==> src/rtl/triangle_closure_max_distance_core_assert.svh <==
// assertion macros shared by the triangle closure core
`ifndef TRIANGLE_CLOSURE_MAX_DISTANCE_CORE_ASSERT_SVH
`define TRIANGLE_CLOSURE_MAX_DISTANCE_CORE_ASSERT_SVH

// same-cycle implication, sampled on clk, off while rst_n is low
`define TCMD_ASSERT_IMP(label, ante, cons, msg) \
    label: assert property (@(posedge clk) disable iff (!rst_n) (ante) |-> (cons)) \
        else $error(msg);

// next-cycle implication, sampled on clk, off while rst_n is low
`define TCMD_ASSERT_NEXT(label, ante, cons, msg) \
    label: assert property (@(posedge clk) disable iff (!rst_n) (ante) |=> (cons)) \
        else $error(msg);

`endif

==> src/rtl/tcmd_pkg.sv <==
// shared types and constants of the triangle closure core
package tcmd_pkg;

    localparam int MAX_NODES_DEFAULT   = 64;
    localparam int VALUE_WIDTH_DEFAULT = 32;
    localparam int DIST_WIDTH          = 32;
    localparam int STATUS_WIDTH        = 2;

    typedef enum logic [STATUS_WIDTH-1:0] {
        STATUS_OK       = 2'd0,
        STATUS_NOT_TRI  = 2'd1,
        STATUS_OVERFLOW = 2'd2
    } status_t;

    // which corner of the triangle gets lowered
    typedef enum logic [1:0] {
        SLOT_A,
        SLOT_B,
        SLOT_C
    } slot_t;

    typedef struct packed {
        logic  changed;
        slot_t slot;
    } relax_ctl_t;

    typedef enum logic [2:0] {
        ST_LOAD,
        ST_ROUND,
        ST_ROW,
        ST_FIRST,
        ST_EXEC,
        ST_MAX,
        ST_DONE
    } state_t;

endpackage

==> src/rtl/tcmd_relax.sv <==
// one triangle update: lowers the largest of three entries to the middle one
module tcmd_relax #(
    parameter int VW = 32
) (
    input  logic [VW-1:0]        a,
    input  logic [VW-1:0]        b,
    input  logic [VW-1:0]        c,
    output tcmd_pkg::relax_ctl_t ctl,
    output logic [VW-1:0]        value
);

    logic [VW-1:0]   old_value;
    tcmd_pkg::slot_t slot;

    always_comb
    begin
        slot  = tcmd_pkg::SLOT_C;
        value = b;
        if (a <= b)
        begin
            if (b <= c)
            begin
                slot  = tcmd_pkg::SLOT_C;
                value = b;
            end
            else if (a < c)
            begin
                slot  = tcmd_pkg::SLOT_B;
                value = c;
            end
            else
            begin
                slot  = tcmd_pkg::SLOT_B;
                value = a;
            end
        end
        else
        begin
            if (b > c)
            begin
                slot  = tcmd_pkg::SLOT_A;
                value = b;
            end
            else if (a <= c)
            begin
                slot  = tcmd_pkg::SLOT_C;
                value = a;
            end
            else
            begin
                slot  = tcmd_pkg::SLOT_A;
                value = c;
            end
        end
    end

    always_comb
    begin
        unique case (slot)
            tcmd_pkg::SLOT_A: old_value = a;
            tcmd_pkg::SLOT_B: old_value = b;
            tcmd_pkg::SLOT_C: old_value = c;
            default:          old_value = c;
        endcase
    end

    assign ctl = {(old_value != value), slot};

endmodule

==> config.mk <==
export PLATFORM = sky130hd
export DESIGN_NAME = tcmd_relax
export DESIGN_NICKNAME = d
export VERILOG_FILES = /design/src/rtl/triangle_closure_max_distance_core_assert.svh /design/src/rtl/tcmd_pkg.sv /design/src/rtl/tcmd_relax.sv
export SDC_FILE = /design/constraint.sdc
export NUM_CORES = 1
export LEC_CHECK = 0
export ABC_AREA = 1
export BUFFER_PORTS_ARGS = -buffer_cell sky130_fd_sc_hd__buf_4
export CORE_MARGIN = 4
export CORE_UTILIZATION = 50
export DETAILED_ROUTE_END_ITERATION = 10
export GPL_ROUTABILITY_DRIVEN = 0
export PLACE_DENSITY = 0.77
export SYNTH_ARGS = -nofsm -noshare
export SYNTH_HDL_FRONTEND = slang
export SYNTH_SLANG_ARGS = --single-unit
==> constraint.sdc <==
create_clock -name vclk -period 6
set_input_delay 0.6 -clock vclk [all_inputs]
set_output_delay 0.6 -clock vclk [all_outputs]
set_load 0.02 [all_outputs]
==> reports/qor.yml, run 1 <==
outcome:
  status: "completed"
power:
  p_leak_nw: 4.662
  p_comb_share_pct: 100.0
  power_frac_seq_pct: 0
  clkPwrFrac_pct: 0
  p_switching_mw: 0.6591
  p_sw_share_pct: 64.32
  vdd_drop_max_mv: 0.08516
  power_mw: 1.025
  intPower_mw: 0.3657
  power_density_mw_per_mm2: 140.4
yosys:
  synth.top_cell.area_share_pct: 34.29
  netlist_area_mm2: 0.006284
  yosysMostFrequentCell: "nand2_1"
  yosysWarningCount: 0
  synth.distinct_cells: 32
  synth_area_leaders: "nand2_1 34%, ha_1 19%, nand3_1 12%"
  yosys.area.top_type: "nand2_1"
  synth_cells: 1266
  seq_area_frac_synth_pct: 0
  synth.top_cells.by_count: "574 x nand2_1, 172 x inv_1, 148 x nand3_1"
  synth.avg_cell_area_um2: 4.963
  synth_nets: 1458
cells_and_area:
  antenna_cells: 0
  fin_nets: 1553
  area.sequential_um2: 0
  nClkBuffers: 0
  n_fill_cell: 1308
  drive_above_1_share_pct: 13.47
  fin_area_mm2: 0.007301
  nFlopsAndLatches: 0
  area_growth_pct: 16.19
grt:
  antenna_found_initial: 0
  grt_pass1_vias: 7351
  grt_pass1_wl_mm: 34.80
  grt_max_degree: 97
  track_usage_pct: 28.53
  grt_overflow: 0
worst_hold_path:
  hp-class: "primary input to primary output"
  min_from: "b[20]"
timing:
  whs_ns: 1.727
  finalHoldViolCount: 0
  setup_tns_ns: 0
  min_period_ns: 5.035
  period_share_pct: 83.91
  max_slew.worst_pin.slew_ns: 0.9191
  max-slew-margin-rel_pct: 38.73
  rsz0062_at_grt: "no"
  max_freq_mhz: 198.6
  fin_ws_ns: 0.9652
  setup_violations: 0
  final_max_slew_viol_count: 0
run:
  maxCapViolCount: 0
route:
  via_per_inst: 5.302
  drt_iter0_drc: 909
  drt_wl_total_mm: 21.13
  drc: 0
  firstDrtPassIters: 6
  vias: 8096
  wl_per_cell_um: 13.84
  antenna_left: 0
clock_tree:
  cts_resized: 0
  cts_post_setup_buffers_inserted: 0
  hold_buffers: 0
placement:
  dp_hpwl_mm: 16.13
  dpl_cell_area_mm2: 0.007301
  place_ws_ns: 1.063
  port_buffers: 131
floorplan:
  fp.dieH_um: 120.1
  rows: 40
  die_w_um: 120.1
  start_util_pct: 51.67
  die-area_mm2: 0.01442
  core_mm2: 0.01216
  ios: 131
worst_setup_path:
  crit_type: "primary input to primary output"
  start_kind: "primary input"
  arrival_ns: 4.43
  cp-startpoint: "c[31]"
  worstPathRequired_ns: 5.40
  critPathCaptureType: "primary output"
  crit_fanout: 55
placed cells by master (no fill, tap or decap), types with 7 or more instances in the layout:
cell / count
nand2_1: 574
buf_4: 137
nor2_1: 59
ha_1: 96
a21oi_2: 10
inv_1: 172
nor2_2: 10
nand3_1: 148
o21ai_1: 7
o21ai_0: 48
a21oi_1: 51
worst max-delay path: stages:
cell and delay [ns]:
buf_4 0.09, inv_1 0.07, ha_1 0.30, nand2_1 0.07, nor2_1 0.16, and2_4 0.19, and3_4 0.20, nand2_2 0.23
nand2_4 0.60, nand2_1 0.22, nand2_4 0.55, nand2_1 0.15, nand3_1 0.12, nand2_1 0.06, nand2_1 0.06, nand2_1 0.04
nor2_1 0.28, nand2_1 0.10, nor2_1 0.11, nand2_1 0.05, buf_4 0.15
power by group through the flow:
stage / Sequential [mW] / Combinational, mW / Clock [mW]
floorplan: 0 / 0.708 / 0
global placement: 0 / 0.999 / 0
detailed placement: 0 / 1.01 / 0
CTS: 0 / 1.02 / 0
global route: 0 / 1.15 / 0
finish: 0 / 1.02 / 0
cells by family after synthesis:
| group | share of synthesized area (%) |
|---|---|
| AND/OR/NAND/NOR | 54.54 |
| adder cells (fa/ha/maj) | 19.12 |
| AO/OA/AOI/OAI | 11.97 |
| buffers and inverters | 14.38 |
area by class of cell:
type,count,area (µm²),area share [%]
repair buffers,138,1049,14.36
multi-input cells,1046,5385,73.76
well taps,168,210.2,2.879
inverters,175,656.9,8.997
metal layers:
layer / track usage [%] / vias up / wire length (µm)
li1: - / 4183 / -
met2: 49.24 / 400 / 9633
met3: 2.356 / 45 / 2074
met4: 8.160 / 0 / 488
met1: 37.81 / 3468 / 8932
met5: 0 / - / 0
through the flow:
stage | std cells | utilization, %
after floorplan | 1266 | -
after global placement | 1527 | 60.03
after detailed placement | 1527 | 60.03
after CTS | 1527 | 60.03
after global routing | 1527 | 60.03
final | 1527 | 60.03
final timing paths:
kind | end | slack, ns | cells past startpoint
worst max-delay path | ctl[2] | 0.97 | 21
worst min-delay path | value[20] | 1.73 | 6
Power figures use the tool's default switching activity.
==> run 2: changes to the inputs <==
clock period = 5.1 ns   (was 6 ns; I/O delays follow)
==> run 2 against run 1 <==
Net effect: final cell count is 0.33% higher; combinational power increased by 20%; utilization up 0.31 points; via count is 2.2% higher; sequential share of layout area is the same; global-route usage increased by 0.55 points; clock-buffer cell count stayed put; non-clock buffer count is 5 higher; critical path type unchanged; critical endpoint unchanged; highest routed layer unchanged.
==> reports/qor.yml, run 2 (same netlist as run 1, synthesis figures left out) <==
timing:
  rsz0062_at_grt: "no"
  min_period_ns: 4.677
  final_max_slew_viol_count: 0  # unchanged
  period_share_pct: 91.71
  max-slew-margin-rel_pct: 54.42  # +16 points
  max_slew.worst_pin.slew_ns: 0.6837  # -0.2353 ns
  finalHoldViolCount: 0  # unchanged
  setup_tns_ns: 0  # unchanged
  fin_ws_ns: 0.4226  # -0.5426 ns
  max_freq_mhz: 213.8
  setup_violations: 0  # unchanged
floorplan:
  die_w_um: 120.1  # unchanged
  start_util_pct: 51.67  # unchanged
  die-area_mm2: 0.01442  # unchanged
  core_mm2: 0.01216  # unchanged
  rows: 40  # unchanged
  ios: 131  # unchanged
  fp.dieH_um: 120.1  # unchanged
placement:
  place_ws_ns: 0.5040  # -0.5587 ns
  dp_hpwl_mm: 16.53  # +2.5%
  port_buffers: 131  # unchanged
  dpl_cell_area_mm2: 0.007338  # +0.51%
clock_tree:
  hold_buffers: 0  # unchanged
  cts_resized: 0  # unchanged
  cts_post_setup_buffers_inserted: 0  # unchanged
route:
  wl_per_cell_um: 14.16  # +2.3%
  drt_iter0_drc: 923  # +1.5%
  via_per_inst: 5.401  # +1.9%
  drt_wl_total_mm: 21.69  # +2.6%
  vias: 8274  # +2.2%
  antenna_left: 0  # unchanged
  drc: 0  # unchanged
  firstDrtPassIters: 6  # unchanged
grt:
  antenna_found_initial: 0  # unchanged
  grt_pass1_vias: 7289  # -0.84%
  grt_overflow: 0  # unchanged
  grt_max_degree: 55  # -43%
  grt_pass1_wl_mm: 35.38  # +1.7%
  track_usage_pct: 29.08  # +0.55 points
cells_and_area:
  nFlopsAndLatches: 0  # unchanged
  fin_nets: 1558  # +0.32%
  final_cell_mix: "574 x nand2_1, 172 x inv_1, 148 x nand3_1, 142 x buf_4, 96 x ha_1"
  area.sequential_um2: 0  # unchanged
  nClkBuffers: 0  # unchanged
  mostFrequentLayoutCell: "nand2_1"
  multi_input_area_mm2: 0.005385  # unchanged
  antenna_cells: 0  # unchanged
  drive_above_1_share_pct: 13.78  # +0.32 points
  fin_area_mm2: 0.007338  # +0.51%
  n_fill_cell: 1321  # +0.99%
  area_growth_pct: 16.79
worst_setup_path:
  crit_slowest_cell: "inv_2"
  worstPathRequired_ns: 4.59  # -0.81 ns
  arrival_ns: 4.17  # -0.26 ns
  crit_fanout: 28  # -49%
  crit_type: "primary input to primary output"
  start_kind: "primary input"
  crit_buf_inv: 4  # +1
  slowest_delay_ns: 0.50  # -0.10 ns
  critPathCaptureType: "primary output"
  crit_chain: "buf_4, ha_1, nand2_1, inv_1, nor2_1, o21a_1, nand2_1, a21oi_1, nand2_2, nand2_4, nand2_8, inv_2, nand2_1, nand3_1, nor2_1, nor2_1, nand2_1, nor2_1, nand2_1, nor2_1, nand2_1, buf_4"
  path_common_cell: "nand2_1"
  path_delay_family: "simple AND/OR/NAND/NOR gates"
power:
  power_density_mw_per_mm2: 166.7  # +19%
  vdd_drop_max_mv: 0.09389  # +10%
  p_leak_nw: 4.687  # +0.53%
worst_hold_path:
  hp-class: "primary input to primary output"
run:
  maxCapViolCount: 0  # unchanged
outcome:
  status: "completed"
[run 2: cell types whose count changed in the layout (fill, tap and decap cells not counted)]
cell / change
buf_4: +5
[run 2: area by class of cell]
class	instances	share of cell area, %
well taps	168	2.864
inverters	175	8.951
multi-input cells	1046	73.38
repair buffers	143	14.80
[run 2: layer usage]
layer | GRT usage [%] | up-vias | wire, µm
li1 | - | 4193 | -
met1 | 40.33 | 3618 | 9323
met2 | 48.09 | 407 | 9786
met3 | 2.733 | 56 | 2061
met4 | 7.588 | 0 | 516
met5 | 0 | - | 0
[run 2: worst min-delay path, stage by stage]
cell     delay [ns]
buf_4          0.10
inv_1          0.06
nand2_1        0.06
nand3_1        0.09
inv_1          0.08
buf_4          0.14
[run 2: power breakdown]
group | internal (mW) | switching [mW]
Combinational | 0.436 | 0.787
Sequential | 0 | 0
Clock | 0 | 0
[run 2: path summary, 6_finish.rpt]
check / from / end / depth (start not counted)
setup / recovery: a[23] / ctl[2] / 22
hold / removal: b[29] / value[29] / 6
[run 2: through the flow]
| step | instances | hold WS, ns | utilization, % | power [mW] |
|---|---|---|---|---|
| 6_report | 1532 | 1.550 | 60.34 | 1.223 |
| 5_1_grt | 1532 | 1.575 | 60.34 | 1.372 |
| 4_1_cts | 1532 | 1.546 | 60.34 | 1.211 |
| 3_5_place_dp | 1532 | 1.547 | 60.34 | 1.207 |
| 3_3_place_gp | 1532 | 1.545 | 60.34 | 1.192 |
| 2_1_floorplan | 1266 | 1.266 | - | 0.8332 |
